===== src/rtl/mbrot_pkg.sv =====
package mbrot_pkg;

  localparam int COORD_W       = 32;
  localparam int FRACTION_BITS = 28;
  localparam int PIXEL_W       = 12;
  localparam int STEP_W        = 31;
  localparam int COUNT_W       = 16;
  localparam int MAG_W         = 32;
  localparam int RADIUS_SQ     = 4;

  // Multiplier chain: one digit of the second operand per cell, most significant first.
  localparam int DIGIT_W   = 8;
  localparam int NUM_CELLS = COORD_W / DIGIT_W;
  localparam int PROD_W    = 2 * COORD_W;

  // The cross product keeps one more bit since 2*re*im drops one fraction bit fewer.
  localparam int CROSS_W   = PROD_W - FRACTION_BITS + 1;
  localparam int SQ_W      = PROD_W - FRACTION_BITS;
  localparam int XPROD_W   = PIXEL_W + STEP_W;
  localparam int WIDE_W    = XPROD_W + 3;
  localparam int MAG_SHIFT = FRACTION_BITS - 24;

  localparam logic [SQ_W:0] ESCAPE_LIMIT = (SQ_W + 1)'(RADIUS_SQ) << FRACTION_BITS;

  localparam int CFG_IDX_W  = 3;
  localparam int CFG_DATA_W = 32;

  localparam logic [COORD_W-1:0] TOP_LEFT_REAL_RESET   = 32'hD000_0000;
  localparam logic [COORD_W-1:0] TOP_LEFT_IMAG_RESET   = 32'h2199_999A;
  localparam logic [STEP_W-1:0]  STEP_RESET            = 31'd1610613;
  localparam logic [COUNT_W-1:0] ITERATION_LIMIT_RESET = 16'd256;

  typedef enum logic [CFG_IDX_W-1:0] {
    CFG_TOP_LEFT_REAL   = 3'd0,
    CFG_TOP_LEFT_IMAG   = 3'd1,
    CFG_REAL_STEP       = 3'd2,
    CFG_IMAG_STEP       = 3'd3,
    CFG_ITERATION_LIMIT = 3'd4
  } cfg_reg_e;

  typedef enum logic [1:0] {
    PROD_CROSS = 2'd0,
    PROD_RE_SQ = 2'd1,
    PROD_IM_SQ = 2'd2
  } prod_kind_e;

  typedef struct packed {
    logic [PIXEL_W-1:0] pixel_x;
    logic [PIXEL_W-1:0] pixel_y;
  } mbrot_in_t;

  typedef struct packed {
    logic [PIXEL_W-1:0] out_x;
    logic [PIXEL_W-1:0] out_y;
    logic [COUNT_W-1:0] iterations;
    logic               escaped;
    logic [MAG_W-1:0]   magnitude_sq;
  } mbrot_out_t;

  // One beat travelling down the multiplier chain.
  typedef struct packed {
    logic               valid;
    prod_kind_e         kind;
    logic               neg;
    logic [COORD_W-1:0] a;
    logic [COORD_W-1:0] b;
    logic [PROD_W-1:0]  acc;
  } mul_beat_t;

  function automatic logic [COORD_W-1:0] sat_coord(input logic [WIDE_W-1:0] v);
    logic [WIDE_W-COORD_W:0] upper;
    logic [COORD_W-1:0]      r;
    upper = v[WIDE_W-1:COORD_W-1];
    if ((&upper) || !(|upper)) begin
      r = v[COORD_W-1:0];
    end else if (v[WIDE_W-1]) begin
      r = {1'b1, {(COORD_W-1){1'b0}}};
    end else begin
      r = {1'b0, {(COORD_W-1){1'b1}}};
    end
    return r;
  endfunction

  function automatic logic [COORD_W-1:0] abs_coord(input logic [COORD_W-1:0] v);
    return v[COORD_W-1] ? (~v + 1'b1) : v;
  endfunction

endpackage


===== src/rtl/mbrot_mul_cell.sv =====
module mbrot_mul_cell (
  input  logic                  clk,
  input  logic                  rst,
  input  mbrot_pkg::mul_beat_t  prev,
  output mbrot_pkg::mul_beat_t  next
);
  import mbrot_pkg::*;

  logic [COORD_W+DIGIT_W-1:0] part;
  logic [PROD_W-1:0]          acc_next;

  // Horner step: shift the running sum up one digit and add a times the top digit of b.
  always_comb begin
    part     = (COORD_W + DIGIT_W)'(prev.a) * (COORD_W + DIGIT_W)'(prev.b[COORD_W-1 -: DIGIT_W]);
    acc_next = {prev.acc[PROD_W-DIGIT_W-1:0], {DIGIT_W{1'b0}}} + PROD_W'(part);
  end

  always_ff @(posedge clk) begin
    if (rst) begin
      next.valid <= 1'b0;
    end else begin
      next.valid <= prev.valid;
    end
    next.kind <= prev.kind;
    next.neg  <= prev.neg;
    next.a    <= prev.a;
    next.b    <= {prev.b[COORD_W-DIGIT_W-1:0], {DIGIT_W{1'b0}}};
    next.acc  <= acc_next;
  end

endmodule


===== src/rtl/mbrot_mul_chain.sv =====
module mbrot_mul_chain (
  input  logic                  clk,
  input  logic                  rst,
  input  mbrot_pkg::mul_beat_t  head,
  output mbrot_pkg::mul_beat_t  tail
);
  import mbrot_pkg::*;

  mul_beat_t stage [NUM_CELLS+1];

  assign stage[0] = head;

  for (genvar g = 0; g < NUM_CELLS; g++) begin : g_cell
    mbrot_mul_cell u_cell (
      .clk  (clk),
      .rst  (rst),
      .prev (stage[g]),
      .next (stage[g+1])
    );
  end

  assign tail = stage[NUM_CELLS];

endmodule


===== config.mk =====
export PLATFORM = sky130hd
export DESIGN_NAME = mbrot_mul_chain
export DESIGN_NICKNAME = d
export VERILOG_FILES = /design/src/rtl/mbrot_pkg.sv /design/src/rtl/mbrot_mul_cell.sv /design/src/rtl/mbrot_mul_chain.sv
export SDC_FILE = /design/constraint.sdc
export NUM_CORES = 2
export LEC_CHECK = 0
export BUFFER_PORTS_ARGS = -buffer_cell sky130_fd_sc_hd__buf_2
export CELL_PAD_IN_SITES_DETAIL_PLACEMENT = 0
export CELL_PAD_IN_SITES_GLOBAL_PLACEMENT = 1
export CORE_ASPECT_RATIO = 1.2
export CORE_MARGIN = 3
export CORE_UTILIZATION = 25
export DETAILED_ROUTE_END_ITERATION = 8
export PLACE_DENSITY_LB_ADDON = 0.2
export SYNTH_ARGS = -nofsm -noshare
export SYNTH_HDL_FRONTEND = slang
export SYNTH_SLANG_ARGS = --single-unit

===== constraint.sdc =====
create_clock -name clk -period 12.9 [get_ports clk]
set_input_delay 0.645 -clock clk [delete_from_list [all_inputs] [get_ports clk]]
set_output_delay 0.645 -clock clk [all_outputs]
set_load 0.01 [all_outputs]

Word level (Yosys, flattened, before mapping)
Index checks and enable logic that the tools add are counted.
- bits in registers: 400
- word-level logic and storage cells: 31
- add/subtract/negate cells: 4
- multiply operators: 4
- operator list (operator ; count):
    32-bit by 8-bit multiplier with 40-bit output ; 4
    64-bit by 40-bit adder with 64-bit output ; 1
    56-bit by 40-bit adder with 56-bit output ; 1
    48-bit by 40-bit adder with 48-bit output ; 1
    40-bit adder ; 1

Longest topological paths before layout
- depth after elaboration: 2
- mapped depth: 22
- gate-level depth less buffers: 21

Hierarchy
From an unflattened synthesis, not the netlist that was laid out.
- cell total of the unflattened synthesis: 5089
- area, all modules: 48721.7 um2
- by module, submodules not included (module ; instances ; cells an instance ; area each (um2) ; seq. area each (um2)):
    mbrot_mul_cell at g_cell[3].u_cell ; 1 ; 1274 ; 12220.5 ; 2482.4
    mbrot_mul_cell at g_cell[0].u_cell ; 1 ; 1275 ; 12219.2 ; 2482.4
    mbrot_mul_cell at g_cell[2].u_cell ; 1 ; 1279 ; 12185.4 ; 2482.4
    mbrot_mul_cell at g_cell[1].u_cell ; 1 ; 1261 ; 12096.6 ; 2482.4

Worst setup path before layout
Ideal clock, no wire load.
- path kind: input-to-reg
- from: in head[88] (netlist bit)
- to: reg g_cell[0].u_cell.next[39] (netlist bit)
- data arrival time: 5.214 ns
- path slack: 7.566 ns
- stages on the path: 21
- path through: clkbuf_1 > nand2_1 > fa_1 > fa_1 > inv_1 > fa_1 > inv_1 > fa_1 > inv_1 > ha_1 > o211ai_1 > o21ai_0 > o21ai_0 > a211o_1 > and3_1 > nor3_1 > a41oi_1 > a21oi_1 > o21a_1 > nor2_1 > xnor2_1
- cells in the longest elaborated chain, start to end: 2
- RTL lines (what ; RTL line ; RTL):
    from (decl) ; mbrot_mul_chain.sv:4 ; input mbrot_pkg::mul_beat_t head,
    32-bit by 8-bit multiplier with 40-bit output ; mbrot_mul_cell.sv:14 ; part = (COORD_W + DIGIT_W)'(prev.a) * (COORD_W + DIGIT_W)'(prev.b[COORD_W-1 -: DIGIT_W]);
    40-bit adder ; mbrot_mul_cell.sv:15 ; acc_next = {prev.acc[PROD_W-DIGIT_W-1:0], {DIGIT_W{1'b0}}} + PROD_W'(part);
    via g_cell[0].u_cell.acc_next[39] ; mbrot_mul_cell.sv:10 ; logic [PROD_W-1:0] acc_next;
    to (decl) ; mbrot_mul_cell.sv:5 ; output mbrot_pkg::mul_beat_t next
The timed path passes the listed nets, and every way through them passes these cells.
A chain may end at the register's enable or synchronous reset.

Final worst setup path
- from: reg g_cell[2].u_cell.next[89] (netlist bit)
- to: reg g_cell[3].u_cell.next[56] (netlist bit)
- cells in the longest elaborated chain, start to end: 2
- RTL lines (what ; RTL line):
    from (decl) ; mbrot_mul_cell.sv:5
    32-bit by 8-bit multiplier with 40-bit output ; mbrot_mul_cell.sv:14
    64-bit by 40-bit adder with 64-bit output ; mbrot_mul_cell.sv:15
    via g_cell[3].u_cell.acc_next[56] ; mbrot_mul_cell.sv:10
    to (decl) ; mbrot_mul_cell.sv:5
The timed path passes the listed nets, and every way through them passes these cells.

==> impl_metrics.py <==
metrics = {
    "run_status": {
        "status": "completed",
    },
    "place": {
        "dp.final_hpwl_um": 91300,
        "io_buffers": 201,
        "placed_cells": 7113,
        "gp_congestion": 0.770,
    },
    "cts": {
        "cts_resized": 0,
        "ctsLongestPathBuffers": 3,
        "cts.sinks": 400,
        "hold_buffers": 0,
        "root_buffer": "clkbuf_16",
        "ctsHtreeMaxLevel": 2,
        "cts_setup_buffers": 0,
        "tritoncts": "done",
        "clock_latency_ns": 0.65,
        "numCtsBuffers": 47,
        "clkTransAtPathRegs_ns": 0.07,
    },
    "grt": {
        "grt.met1_usage_pct": 17.3,
        "grt_pass1_vias": 33362,
        "busiest_layer": "met2",
        "grt_pass1_wl_um": 186000,
        "met3_usage_pct": 1.18,
        "grt_overflow_total": 0,
        "grt_max_degree": 33,
        "antenna_found_initial": 5,
        "use_met2_pct": 21.4,
        "grt_use_total_pct": 12.7,
    },
    "synthesis": {
        "ys_ff_latch": 400,
        "post-synth-top-area-cell": "fa_1",
        "post-synth-top-count-cell": "inv_1",
        "synth_cell_types": 76,
        "syn-instance-count": 4689,
        "yosys.area.top_type_share_pct": 37.8,
        "yosysWarnings": 0,
        "async_reset_ff_share_pct": 0,
        "yosysSeqAreaShare_pct": 17.9,
        "synth_ff_type": "dfxtp_1",
        "synth-edff-count": 0,
        "synth_area_mm2": 0.0447,
        "avgSynthCellArea_um2": 9.54,
        "synthTopCellsByArea": "fa_1, dfxtp_1, and2_1",
        "synthTopCellsByCount": "inv_1, fa_1, and2_1, dfxtp_1, nand2_1",
    },
    "worst_setup_path": {
        "crit_chain": "buf_4 > nand2_1 > fa_1 > inv_1 > fa_1 > fa_1 > inv_1 > fa_1 > inv_1 > ha_1 > a2111o_1 > o21ai_2 > a211oi_2 > a41o_1 > a21oi_2 > o31ai_2 > a221oi_2 > o21ai_0 > nand2_1 > xnor2_1",
        "start_kind": "register",
        "endpoint_kind": "register",
        "critical_path_required_ns": 13.47,
        "crit_slowest_cell": "a221oi_2",
        "critPathMaxFanout": 24,
        "critical_path.max_stage_delay_ns": 0.62,
        "worstSetupPathType": "reg -> reg",
        "arrival_ns": 7.00,
        "crit_top_cell": "fa_1",
    },
    "die": {
        "die_y_um": 469,
        "fp-row-count": 169,
        "die_w_um": 392,
        "pin_count": 266,
        "floorplan.initialDensity_pct": 25.2,
        "die-area_mm2": 0.184,
        "coreArea_mm2": 0.177,
    },
    "sta": {
        "fin_skew_ns": 0.0414,
        "maxSlewViolCount": 0,
        "hold_viol_final": 0,
        "tightest_slew_ns": 0.781,
        "setup_viol_count_final": 0,
        "tns_ns": 0,
        "rsz0062_at_grt": "no",
        "max_freq_mhz": 156,
        "period_share_pct": 49.8,
        "post-route-min-period_ns": 6.42,
        "slew_headroom_pct": 47.9,
    },
    "route": {
        "drc_errors": 0,
        "wl_um": 113000,
        "dr_total_vias": 29704,
        "drt_iter0_drc": 628,
        "drt-wirelength-per-cell_um": 15.8,
        "viasPerCell": 4.12,
        "ant_nets": 0,
        "drt_pass1_iterations": 4,
    },
    "layout": {
        "final_layout_size_suffix_gt1_share_pct": 7.05,
        "fin_cells": 7202,
        "largest_reg_flops": 400,
        "top_register": "g_cell.u_cell.next",
        "syn2layout_area_growth_pct": 11.6,
        "final_nets": 6098,
        "reg_top3": "g_cell.u_cell.next: 400 flops",
        "fillers": 19108,
    },
    "worst_hold_path": {
        "holdCritPathClass": "in -> reg",
    },
    "job": {
        "drv_cap": 0,
    },
}
## worst max-delay path, delay by kind of cell, from the launching register on
kind                       cells  cell delay [ns]
and+or+nand+nor                2             0.27
AOI/OAI and AO/OA              8             2.55
xor gates and xnor gates       1             0.12
adders and majority gates      5             2.40
buffers and inverters          4             0.49
DFF                            1             0.49
## worst paths after layout
check                                  from                   endpoint  slack, ns  depth (start not counted)
setup / recovery  g_cell[2].u_cell.next[89]  g_cell[3].u_cell.next[56]       6.48                         20
hold / removal                     head[68]  g_cell[0].u_cell.next[76]       0.09                          1
setup reg to reg  g_cell[2].u_cell.next[89]  g_cell[3].u_cell.next[56]       6.48                         20
hold reg to reg   g_cell[1].u_cell.next[80]  g_cell[2].u_cell.next[88]       0.32                          0
## per-stage QoR
stage	setup slack, ns	instance area, um^2	utilization (%)	hold slack [ns]
4_1_cts	6.31	49900	28.2	0.0148
3_3_place_gp	6.21	48300	27.2	0.312
3_5_place_dp	6.25	48300	27.2	0.312
6_report	6.48	49900	28.2	0.0905
5_1_grt	6.04	49900	28.2	0.0369
2_1_floorplan	7.57	44800	-	0.310
## cells in the final DEF (no fill, tap or decap), drive strengths merged, types with 25 or more instances in the layout
cell and n:
a21o 89, o21ai 61, nor2 64, buf 228
a21oi 139, inv 1083, clkbuf 57, ha 266
xnor2 132, nand2 364, and3 25, fa 844
xor2 50, and2 760, dfxtp 400, conb 32
nand3 42
## logic make-up after synthesis
| logic type | after synthesis | share of synthesized area (%) |
|---|---|---|
| and+or+nand+nor | 1351 | 16.4 |
| buffers and inverters | 1214 | 10.5 |
| adders and majority gates | 1110 | 45.2 |
| AOI/OAI and AO/OA | 431 | 6.43 |
| DFF | 400 | 17.9 |
| xor gates and xnor gates | 182 | 3.56 |
| other | 1 | 0.00838 |
## final cells by class
class	instances	area (um^2)	share of cell area (%)
multi-input cells	3106	32200	64.4
clock buffers	57	1280	2.57
well taps	2308	2890	5.78
clock inverters	30	364	0.729
diodes	2	5.00	0.0100
flip-flops and latches	400	8010	16.0
inverters	1071	4020	8.05
repair buffers	228	1210	2.42
## metal layers
| metal | vias up | share of wire, % |
|---|---|---|
| li1 | 14225 | - |
| met1 | 15068 | 49 |
| met3 | 105 | 2.2 |
| met2 | 306 | 46 |
| met4 | 0 | 2.3 |
| met5 | - | 0 |
Power is not shown: default switching activity piles up to over one toggle a cycle in this logic, so the estimate is an artifact.
